===== src/dwr_pkg.sv =====
`default_nettype none
package dwr_pkg;

   typedef struct packed {
      logic       command;
      logic [9:0] column;
      logic [4:0] cell_x;
      logic [4:0] cell_y;
      logic       cell_is_wall;
   } req_type;

   typedef struct packed {
      logic [9:0]  column_out;
      logic        wall_hit;
      logic        side;
      logic [1:0]  facing;
      logic [19:0] wall_distance;
      logic [15:0] line_height;
      logic [9:0]  draw_start;
      logic [9:0]  draw_end;
      logic [5:0]  texture_column;
   } rsp_type;

   typedef struct packed {
      logic        is_cast;
      logic [9:0]  column;
      logic [4:0]  cell_x;
      logic [4:0]  cell_y;
      logic        wall;
   } job_type;

   typedef struct packed {
      logic [16:0]        pos_x;
      logic [16:0]        pos_y;
      logic signed [15:0] dir_x;
      logic signed [15:0] dir_y;
      logic signed [15:0] plane_x;
      logic signed [15:0] plane_y;
      logic [10:0]        width;
      logic [10:0]        height;
   } cfg_type;

   localparam logic CMD_MAP_WRITE = 1'b0;
   localparam logic CMD_CAST      = 1'b1;

   localparam logic [1:0] FACE_Y_POS = 2'd0;
   localparam logic [1:0] FACE_X_NEG = 2'd1;
   localparam logic [1:0] FACE_Y_NEG = 2'd2;
   localparam logic [1:0] FACE_X_POS = 2'd3;

   localparam logic [2:0] REG_POS_X   = 3'd0;
   localparam logic [2:0] REG_POS_Y   = 3'd1;
   localparam logic [2:0] REG_DIR_X   = 3'd2;
   localparam logic [2:0] REG_DIR_Y   = 3'd3;
   localparam logic [2:0] REG_PLANE_X = 3'd4;
   localparam logic [2:0] REG_PLANE_Y = 3'd5;
   localparam logic [2:0] REG_WIDTH   = 3'd6;
   localparam logic [2:0] REG_HEIGHT  = 3'd7;

   localparam logic [16:0] RST_POS_X   = 17'd8192;
   localparam logic [16:0] RST_POS_Y   = 17'd8192;
   localparam logic [15:0] RST_DIR_X   = 16'hC000;
   localparam logic [15:0] RST_DIR_Y   = 16'd0;
   localparam logic [15:0] RST_PLANE_X = 16'd0;
   localparam logic [15:0] RST_PLANE_Y = 16'd10813;
   localparam logic [10:0] RST_WIDTH   = 11'd640;
   localparam logic [10:0] RST_HEIGHT  = 11'd480;

   localparam int TEX_W       = 64;
   localparam int QUEUE_DEPTH = 4;

endpackage
`default_nettype wire


===== src/dwr_front.sv =====
`default_nettype none
module dwr_front #(
   parameter int MAP_W = 32,
   parameter int MAP_H = 32
) (
   input  wire logic             clock,
   input  wire logic             reset,
   input  wire logic             push,
   input  wire dwr_pkg::req_type req_word,
   input  wire logic             hold,
   input  wire logic             q_full,
   output logic                  full,
   output logic                  q_push,
   output dwr_pkg::job_type      q_word
);

   logic             valid_ff, valid_in;
   dwr_pkg::req_type item_ff, item_in;
   logic             keep;
   logic             accept;

   always_comb begin
      keep = (item_ff.command == dwr_pkg::CMD_CAST)
          || ((32'(item_ff.cell_x) < MAP_W) && (32'(item_ff.cell_y) < MAP_H));
      full   = hold || (valid_ff && q_full && keep);
      accept = push && !full;
      q_push = valid_ff && keep && !q_full;
      q_word.is_cast = item_ff.command == dwr_pkg::CMD_CAST;
      q_word.column  = item_ff.column;
      q_word.cell_x  = item_ff.cell_x;
      q_word.cell_y  = item_ff.cell_y;
      q_word.wall    = item_ff.cell_is_wall;
      valid_in = valid_ff;
      item_in  = item_ff;
      if (valid_ff && (!keep || !q_full)) begin
         valid_in = 1'b0;
      end
      if (accept) begin
         valid_in = 1'b1;
         item_in  = req_word;
      end
   end

   always_ff @(posedge clock) begin
      if (reset) begin
         valid_ff <= 1'b0;
      end else begin
         valid_ff <= valid_in;
      end
      item_ff <= item_in;
   end

endmodule
`default_nettype wire


===== config.mk =====
export PLATFORM = sky130hd
export DESIGN_NAME = dwr_front
export DESIGN_NICKNAME = d
export VERILOG_FILES = /design/src/dwr_pkg.sv /design/src/dwr_front.sv
export SDC_FILE = /design/constraint.sdc
export NUM_CORES = 1
export LEC_CHECK = 0
export BUFFER_PORTS_ARGS = -buffer_cell sky130_fd_sc_hd__clkbuf_2
export CORE_MARGIN = 2
export CORE_UTILIZATION = 35
export CTS_CLUSTER_SIZE = 10
export DETAILED_ROUTE_END_ITERATION = 8
export GPL_ROUTABILITY_DRIVEN = 1
export GPL_TIMING_DRIVEN = 0
export HOLD_SLACK_MARGIN = 0.02
export PLACE_DENSITY = 0.73
export SLEW_MARGIN = 20
export SYNTH_ARGS = -nofsm -noshare
export SYNTH_HDL_FRONTEND = slang
export SYNTH_SLANG_ARGS = --single-unit

===== constraint.sdc =====
create_clock -name clock -period 1.8 [get_ports clock]
set_input_delay 0.27 -clock clock [delete_from_list [all_inputs] [get_ports clock]]
set_output_delay 0.27 -clock clock [all_outputs]
set_load 0.02 [all_outputs]

==> reports/results.ini <==
[floorplanning]
die_h_um = 49.5
pin_count = 51
start_util = 0.369
die_w_um = 49.5
core.rowCount = 16
dieArea_um2 = 2450
placeableCoreArea_um2 = 1960

[sta]
tightest_slew_ns = 0.666
final_max_slew_viol_count = 0
fin_tns_setup_ns = 0
rsz0062_at_grt = no
clock.fmax_mhz = 756
hold_violations = 0
fin_crit_sh = 0.735
clock_skew_ns = 0.00599
min_period_ns = 1.32
max_slew_margin = 0.555
finalSetupViolCount = 0

[run]
drv_cap = 0

[routing]
detail_route.vias_per_cell = 4.20
wl_per_cell_um = 11.5
drt_iter0_markers = 7
routed_wl_mm = 1.26
drt_pass1_iterations = 2
ant_nets = 0
drc = 0
via_count = 462

[grt]
first_global_vias = 491
grt_max_degree = 23
antenna_found_initial = 0
gr-total-overflow = 0
grt_first_pass_wirelength_mm = 1.99
track_usage = 0.110

[clocking]
cts_tree = built
clkSinkCount = 23
insertion_delay_ns = 0.30
clockRootBuffer = clkbuf_4
clk_pin_slew_ns = 0.11
h-tree-depth = 1
cts_setup_buffers = 0
hold_buffers = 0
cts_inserted_buffers = 3
ctsResizeCount = 0
clockBufferDepth = 2

[worst_setup_path]
path_delay_family = flip-flops
worstPathRequired_ns = 1.53
crit_path_max_fanout = 3
slowest_stage = dfxtp_1
crit_buf_inv = 1
r2r_cells = 1
regToRegEndpoint = q_word[2]
r2r_setup_slack_ns = 0.53
path_cells = nand2_1 -> nand2b_1 -> clkbuf_2
slowest_delay_ns = 0.41
cp-start-kind = flip-flop
r2r_start = valid_ff
setup.worst_path.class = reg2out
worstSetupEndpointType = primary output
arrival_ns = 1.05

[synth]
synthCells = 29
ys_types = 8
synth_area_leaders = edfxtp_1, dfxtp_1, nand2b_4, a21oi_2, nand2b_1
synth-seq-area-share = 0.940
syn_nets = 56
yosysWarnings = 0
syn_avg_cell_area_um2 = 25.0
synth_area_um2 = 724
ys_ff_latch = 23
synth_top_area_frac = 0.912
netlist.top_cell.by_area = edfxtp_1

[power_and_ir_drop]
power_density_nw_per_um2 = 893
irDropWorstVdd_mv = 0.525
p_leak_nw = 0.460

[placed_design]
dp.cells = 106
io_buffers = 50
routabilityCongestion = 0.633

[final_layout]
multiInputGateArea_um2 = 55.1
antenna_cells = 0
fin_nets = 111
area_growth_pct = 44.6
final_cells = 110
final_common_cell = clkbuf_2
register_area_um2 = 681
drive_above_1_share = 0.687
num-fill-cells = 189
layout_common_cells = clkbuf_2, edfxtp_1, clkbuf_4

[worst_hold_path]
holdPathEnd = valid_ff
min_from = reset
whs_path_depth = 2
hp-class = in2reg

[run_status]
outcome = finished clean

worst max path at each step:
stage             start          to  cells after the start
6_report       valid_ff        full                      3
5_1_grt        valid_ff        full                      3
4_1_cts        valid_ff   q_word[2]                      1
3_5_place_dp       hold   q_word[9]                      3
3_3_place_gp       hold  q_word[21]                      3
2_1_floorplan      hold   q_word[0]                      2
Yosys cell counts:
library cell and instances:
nand2b_4 1, nor2b_1 1, a21oi_2 1, a21oi_1 1, nand2b_1 1, nand2_1 1, dfxtp_1 1, edfxtp_1 22
through the flow:
stage                     cell area, um2  utilization  total power (W)  setup WS (ns)  hold slack (ns)
after CTS                           1040        0.530         0.000953          0.171           0.0992
after detailed placement            1010        0.516         0.000728         0.0590            0.433
final                               1050        0.534         0.000936          0.477            0.118
after global routing                1050        0.534         0.000980          0.359           0.0933
after global placement              1010        0.516         0.000726         0.0823            0.434
after floorplan                      728            -         0.000676          0.372            0.332
layout make-up:
type	instances	area share
sequential	23	0.650
tap	27	0.0323
clock inverter	1	0.00478
multi-input combinational	6	0.0526
timing repair buffer	50	0.239
clock buffer	3	0.0215
sequential cells by signal, indices dropped and copies added, names as in the netlist:
| signal | flops |
|---|---|
| q_word | 22 |
| valid_ff | 1 |
routing by layer:
metal,track usage,part of all wire,vias up
met1,0.111,0.38,203
met4,0.0417,0,0
li1,-,-,219
met2,0.203,0.49,40
met5,0,0,-
met3,0.0424,0.13,0
report_power, final:
part	leakage (nW)	total, W	internal (W)	switching, W
registers	0.214	0.000620	0.000613	0.00000643
logic	0.228	0.0000959	0.0000387	0.0000573
clock network	0.0177	0.000220	0.0000827	0.000137
cells by family after synthesis:
kind of cell	synth area share
compound gates	0.0190
flops	0.940
simple gates	0.0415
No activity file was read; power rests on OpenSTA's default activity.
