[config.mk]
export PLATFORM = sky130hd
export DESIGN_NAME = dwr_queue
export DESIGN_NICKNAME = d
export VERILOG_FILES = /design/src/dwr_pkg.sv /design/src/dwr_queue.sv
export SDC_FILE = /design/constraint.sdc
export NUM_CORES = 1
export LEC_CHECK = 0
export ABC_CLOCK_PERIOD_IN_PS = 3100
export BUFFER_PORTS_ARGS = -buffer_cell sky130_fd_sc_hd__buf_2
export CAP_MARGIN = 20
export CORE_AREA = 2 2 120 122
export DETAILED_ROUTE_END_ITERATION = 12
export DIE_AREA = 0 0 122 124
export PLACE_DENSITY_LB_ADDON = 0.15
export SLEW_MARGIN = 10
export SYNTH_ARGS = -nofsm -noshare
export SYNTH_HDL_FRONTEND = slang
export SYNTH_SLANG_ARGS = --single-unit
[constraint.sdc]
create_clock -name clock -period 3.1 [get_ports clock]
set_input_delay 0.62 -clock clock [delete_from_list [all_inputs] [get_ports clock]]
set_output_delay 0.62 -clock clock [all_outputs]
set_load 0.01 [all_outputs]
[src/dwr_pkg.sv]
`default_nettype none
package dwr_pkg;

   typedef struct packed {
      logic       command;
      logic [9:0] column;
      logic [4:0] cell_x;
      logic [4:0] cell_y;
      logic       cell_is_wall;
   } req_type;

   typedef struct packed {
      logic [9:0]  column_out;
      logic        wall_hit;
      logic        side;
      logic [1:0]  facing;
      logic [19:0] wall_distance;
      logic [15:0] line_height;
      logic [9:0]  draw_start;
      logic [9:0]  draw_end;
      logic [5:0]  texture_column;
   } rsp_type;

   typedef struct packed {
      logic        is_cast;
      logic [9:0]  column;
      logic [4:0]  cell_x;
      logic [4:0]  cell_y;
      logic        wall;
   } job_type;

   typedef struct packed {
      logic [16:0]        pos_x;
      logic [16:0]        pos_y;
      logic signed [15:0] dir_x;
      logic signed [15:0] dir_y;
      logic signed [15:0] plane_x;
      logic signed [15:0] plane_y;
      logic [10:0]        width;
      logic [10:0]        height;
   } cfg_type;

   localparam logic CMD_MAP_WRITE = 1'b0;
   localparam logic CMD_CAST      = 1'b1;

   localparam logic [1:0] FACE_Y_POS = 2'd0;
   localparam logic [1:0] FACE_X_NEG = 2'd1;
   localparam logic [1:0] FACE_Y_NEG = 2'd2;
   localparam logic [1:0] FACE_X_POS = 2'd3;

   localparam logic [2:0] REG_POS_X   = 3'd0;
   localparam logic [2:0] REG_POS_Y   = 3'd1;
   localparam logic [2:0] REG_DIR_X   = 3'd2;
   localparam logic [2:0] REG_DIR_Y   = 3'd3;
   localparam logic [2:0] REG_PLANE_X = 3'd4;
   localparam logic [2:0] REG_PLANE_Y = 3'd5;
   localparam logic [2:0] REG_WIDTH   = 3'd6;
   localparam logic [2:0] REG_HEIGHT  = 3'd7;

   localparam logic [16:0] RST_POS_X   = 17'd8192;
   localparam logic [16:0] RST_POS_Y   = 17'd8192;
   localparam logic [15:0] RST_DIR_X   = 16'hC000;
   localparam logic [15:0] RST_DIR_Y   = 16'd0;
   localparam logic [15:0] RST_PLANE_X = 16'd0;
   localparam logic [15:0] RST_PLANE_Y = 16'd10813;
   localparam logic [10:0] RST_WIDTH   = 11'd640;
   localparam logic [10:0] RST_HEIGHT  = 11'd480;

   localparam int TEX_W       = 64;
   localparam int QUEUE_DEPTH = 4;

endpackage
`default_nettype wire

[src/dwr_queue.sv]
`default_nettype none
module dwr_queue (
   input  wire logic             clock,
   input  wire logic             reset,
   input  wire logic             wr_en,
   input  wire dwr_pkg::job_type wr_word,
   output logic                  full,
   output logic                  valid,
   input  wire logic             rd_en,
   output dwr_pkg::job_type      rd_word
);

   localparam int D  = dwr_pkg::QUEUE_DEPTH;
   localparam int PW = $clog2(D);

   dwr_pkg::job_type  slot_ff [D];
   logic [PW-1:0]     wp_ff, wp_in, rp_ff, rp_in;
   logic [PW:0]       cnt_ff, cnt_in;
   logic              do_wr, do_rd;

   always_comb begin
      full    = cnt_ff == (PW+1)'(D);
      valid   = cnt_ff != '0;
      rd_word = slot_ff[rp_ff];
      do_wr   = wr_en && !full;
      do_rd   = rd_en && valid;
      wp_in   = do_wr ? wp_ff + PW'(1) : wp_ff;
      rp_in   = do_rd ? rp_ff + PW'(1) : rp_ff;
      cnt_in  = cnt_ff + (PW+1)'(do_wr) - (PW+1)'(do_rd);
   end

   always_ff @(posedge clock) begin
      if (reset) begin
         wp_ff  <= '0;
         rp_ff  <= '0;
         cnt_ff <= '0;
      end else begin
         wp_ff  <= wp_in;
         rp_ff  <= rp_in;
         cnt_ff <= cnt_in;
      end
      if (do_wr) begin
         slot_ff[wp_ff] <= wr_word;
      end
   end

endmodule
`default_nettype wire

==> metrics <==
DRT antenna net count 0; reg2reg path depth 11; Starting Density 26.7%; Hold/Removal Path Class input pin to flop; Die Span X approximately 120 um; post-layout net count 257; instance area at placement 4160 um2; Die Area 15100 um2; core area 13700 um2; Detailed Routing Iterations Pass 1 5; ordered cell list for the critical path buf_12 > mux4_1 > buf_2; worst slew slack as a fraction of its limit about 76%; number of gates resized after CTS 0; TritonCTS Buffers 9; kind of launch point of the worst setup path flop; result of the run finished, final reports clean; average cell area after synthesis around 22 um2; wire length of the first global-routing pass 10100 um; Fin Clk Skew 0.00627 ns; signal arrival time at the worst endpoint 1.84 ns; critical path type flop to primary output; Yosys warning count 0; async set-or-reset flop fraction in the synthesized netlist 0%; clock input transition at the sequential cells of the worst setup and hold paths 0.06 ns; global route overflow 0; initial detailed-routing violation count 46; Layout Area Growth over Synthesis 20.6%; Peak Freq 406 MHz; highest net fanout along the worst path 14; ratio of cells with drive above 1 in the final layout 41.0%; final antenna diode count 0; worst reg2reg startpoint cnt_ff[1]; Critical Path Stages 3; final period utilization 79.4%; EDFF count, synth 88; pwr dens roughly 800 nW/um2; simple-gate share of the synthesized area 3.04%; final hold vios 0; post-synthesis share of cell area spent on full adders, half adders and majority gates between 2 and 3%; standard-cell rows 43; clock network latency to the later pin of the worst-skew pair 0.34 ns; main flop type after synthesis sky130_fd_sc_hd__edfxtp_1; CTS sink cnt just under 100; number of vias per cell 4.08; CTS root buffer sky130_fd_sc_hd__clkbuf_16; gate family responsible for the most delay along the worst path multiplexers; final routed DRC violation total 0; count of different cell masters after synthesis 25; synthesized netlist net count 196; routability cong. 0.646; worst path bufs/invs 2; # setup viols final 0; cell at the slowest stage of the critical path sky130_fd_sc_hd__mux4_1; maximum vdd drop 0.273 mV; combinational family with the most area after synthesis multiplexers; Port Buffer Count 49; worst-case clock buffer depth 2; Pins Over Slew Limit 0; area taken by flip-flops and latches 2820 um2; final std cell area, no fill 4420 um2; reg2reg end cnt_ff[2]; worst endpoint required time 2.48 ns; vias in the first global route 1767; #FFs+latches synth 97; Clock H-tree levels 3; quantity of hold-fixing buffers added after cts 0; wirelength, routed 6460 um; number of top-level design ports 50; pin count of the biggest net entering global routing 23; Mapped Cells 163; Setup TNS Final 0 ns; RSZ-0062 raised after global routing no; Final HPWL DP 3860 um; max_cap viols 0; combined area of all synthesized cells 3660 um2; critical path's largest stage delay 0.56 ns; xor/xnor share of the synthesized area 0.922%; timing endpoint of the critical path rd_word[17]; crit path capture type primary output; proportion of synthesized chip area in sequential cells between 70% and 80%; vertical die dimension 124 um; buffer count from post-CTS setup fixing 0; setup slack of the worst register-to-register path 0.85 ns; number of vias in the routed layout between 1.5k and 2k; proportion of synthesized area in mux cells 14.0%; cell leakage power between 1.5 and 2 nW; total global routing track utilization 9.48%; Multi-input gate area 782 um2; TritonCTS clock tree built; slew of the pin with the lowest slew margin about 0.37 ns; wire length per cell 15.8 um; minimum clock period around 2.5 ns; compound-cell area share of the yosys netlist 0.786%; initial antenna violation count 0; total of fill cells in the finished design 1311
## cells in the final DEF (no fill, tap or decap), types with 2 or more instances in the layout
cell	count
sky130_fd_sc_hd__clkinvlp_4	2
sky130_fd_sc_hd__or3_1	2
sky130_fd_sc_hd__mux4_2	20
sky130_fd_sc_hd__clkinv_1	2
sky130_fd_sc_hd__ha_1	6
sky130_fd_sc_hd__and2_1	5
sky130_fd_sc_hd__inv_1	6
sky130_fd_sc_hd__mux4_1	2
sky130_fd_sc_hd__xor2_1	2
sky130_fd_sc_hd__edfxtp_1	88
sky130_fd_sc_hd__clkinv_2	3
sky130_fd_sc_hd__dfxtp_1	8
sky130_fd_sc_hd__buf_4	5
sky130_fd_sc_hd__buf_2	49
sky130_fd_sc_hd__nor2_1	5
sky130_fd_sc_hd__nand2b_1	2
sky130_fd_sc_hd__clkbuf_16	9
## kinds of logic after synthesis
| group | count (synthesis) |
|---|---|
| xor gates and xnor gates | 3 |
| adders and majority gates | 7 |
| muxes | 23 |
| buffers and inverters | 11 |
| DFF | 97 |
| AOI/OAI and AO/OA | 4 |
| and+or+nand+nor | 18 |
## registers in the layout (all words and copies together), names as in the netlist, named ones only
| name | count |
|---|---|
| slot_ff | 88 |
| rp_ff | 2 |
| wp_ff | 2 |
| cnt_ff | 3 |
## Yosys cell counts (2+ instances only)
master | count | area, um2
sky130_fd_sc_hd__ha_1 | 6 | 75.1
sky130_fd_sc_hd__mux4_1 | 2 | 52.6
sky130_fd_sc_hd__mux4_2 | 20 | 450
sky130_fd_sc_hd__edfxtp_1 | 88 | 2640
sky130_fd_sc_hd__inv_1 | 6 | 22.5
sky130_fd_sc_hd__nand2b_1 | 2 | 12.5
sky130_fd_sc_hd__xor2_1 | 2 | 17.5
sky130_fd_sc_hd__buf_2 | 2 | 10.0
sky130_fd_sc_hd__or3_1 | 2 | 12.5
sky130_fd_sc_hd__buf_6 | 2 | 22.5
sky130_fd_sc_hd__nor2_1 | 5 | 18.8
sky130_fd_sc_hd__and2_1 | 5 | 31.3
sky130_fd_sc_hd__dfxtp_1 | 9 | 180
## metal layers
| layer | global-route usage, % | wire [um] | up-vias |
|---|---|---|---|
| li1 | - | - | 781 |
| met5 | 0 | 0 | - |
| met1 | 11.3 | 2810 | 846 |
| met2 | 15.2 | 3200 | 29 |
| met4 | 4.96 | 134 | 0 |
| met3 | 3.30 | 309 | 11 |
## report_power, final
| part | internal [mW] | switching (mW) |
|---|---|---|
| sequential | 1.60 | 0.0976 |
| combinational | 0.437 | 0.416 |
| clock | 0.533 | 0.452 |
## metrics by stage
| step | worst slack (ns) | util [%] | hold slack [ns] | power (mW) | instances |
|---|---|---|---|---|---|
| floorplan | 0.882 | - | 0.482 | 2.29 | 163 |
| global placement | 0.695 | 30.3 | 0.518 | 2.61 | 393 |
| detailed placement | 0.658 | 30.3 | 0.518 | 2.61 | 393 |
| CTS | 0.551 | 32.2 | 0.474 | 3.60 | 409 |
| global route | 0.503 | 32.2 | 0.477 | 3.73 | 409 |
| finish | 0.639 | 32.2 | 0.492 | 3.53 | 409 |
## cell type report
class / count / area share, %
Tap cell: 180 / 5.10
Clock buffer: 9 / 5.10
Timing Repair Buffer: 55 / 6.85
Multi-Input combinational cell: 55 / 17.7
Sequential cell: 97 / 63.9
Inverter: 6 / 0.510
Clock inverter: 7 / 0.849
## worst register-to-register path: stages, from the launching register on
cell                      delay [ns]
sky130_fd_sc_hd__dfxtp_1        0.50
sky130_fd_sc_hd__nor3b_4        0.10
sky130_fd_sc_hd__nor2_2         0.21
sky130_fd_sc_hd__inv_1          0.07
sky130_fd_sc_hd__ha_1           0.29
sky130_fd_sc_hd__inv_1          0.05
sky130_fd_sc_hd__ha_1           0.13
sky130_fd_sc_hd__inv_1          0.05
sky130_fd_sc_hd__fa_1           0.37
sky130_fd_sc_hd__xor2_1         0.16
sky130_fd_sc_hd__and2_1         0.16
sky130_fd_sc_hd__nor3_1         0.11
## worst min path at each step
stage	from	endpoint	slack, ns	cells past startpoint
floorplan	wp_ff[1]	wp_ff[1]	0.48	2
global placement	rp_ff[1]	rp_ff[1]	0.52	2
detailed placement	rp_ff[1]	flop	0.52	2
CTS	wr_word[14]	slot_ff[3][14]	0.47	1
global route	wr_word[14]	slot_ff[3][14]	0.48	1
finish	wr_word[14]	slot_ff[3][14]	0.49	1
Note: power is estimated with default switching activity, not from simulation.
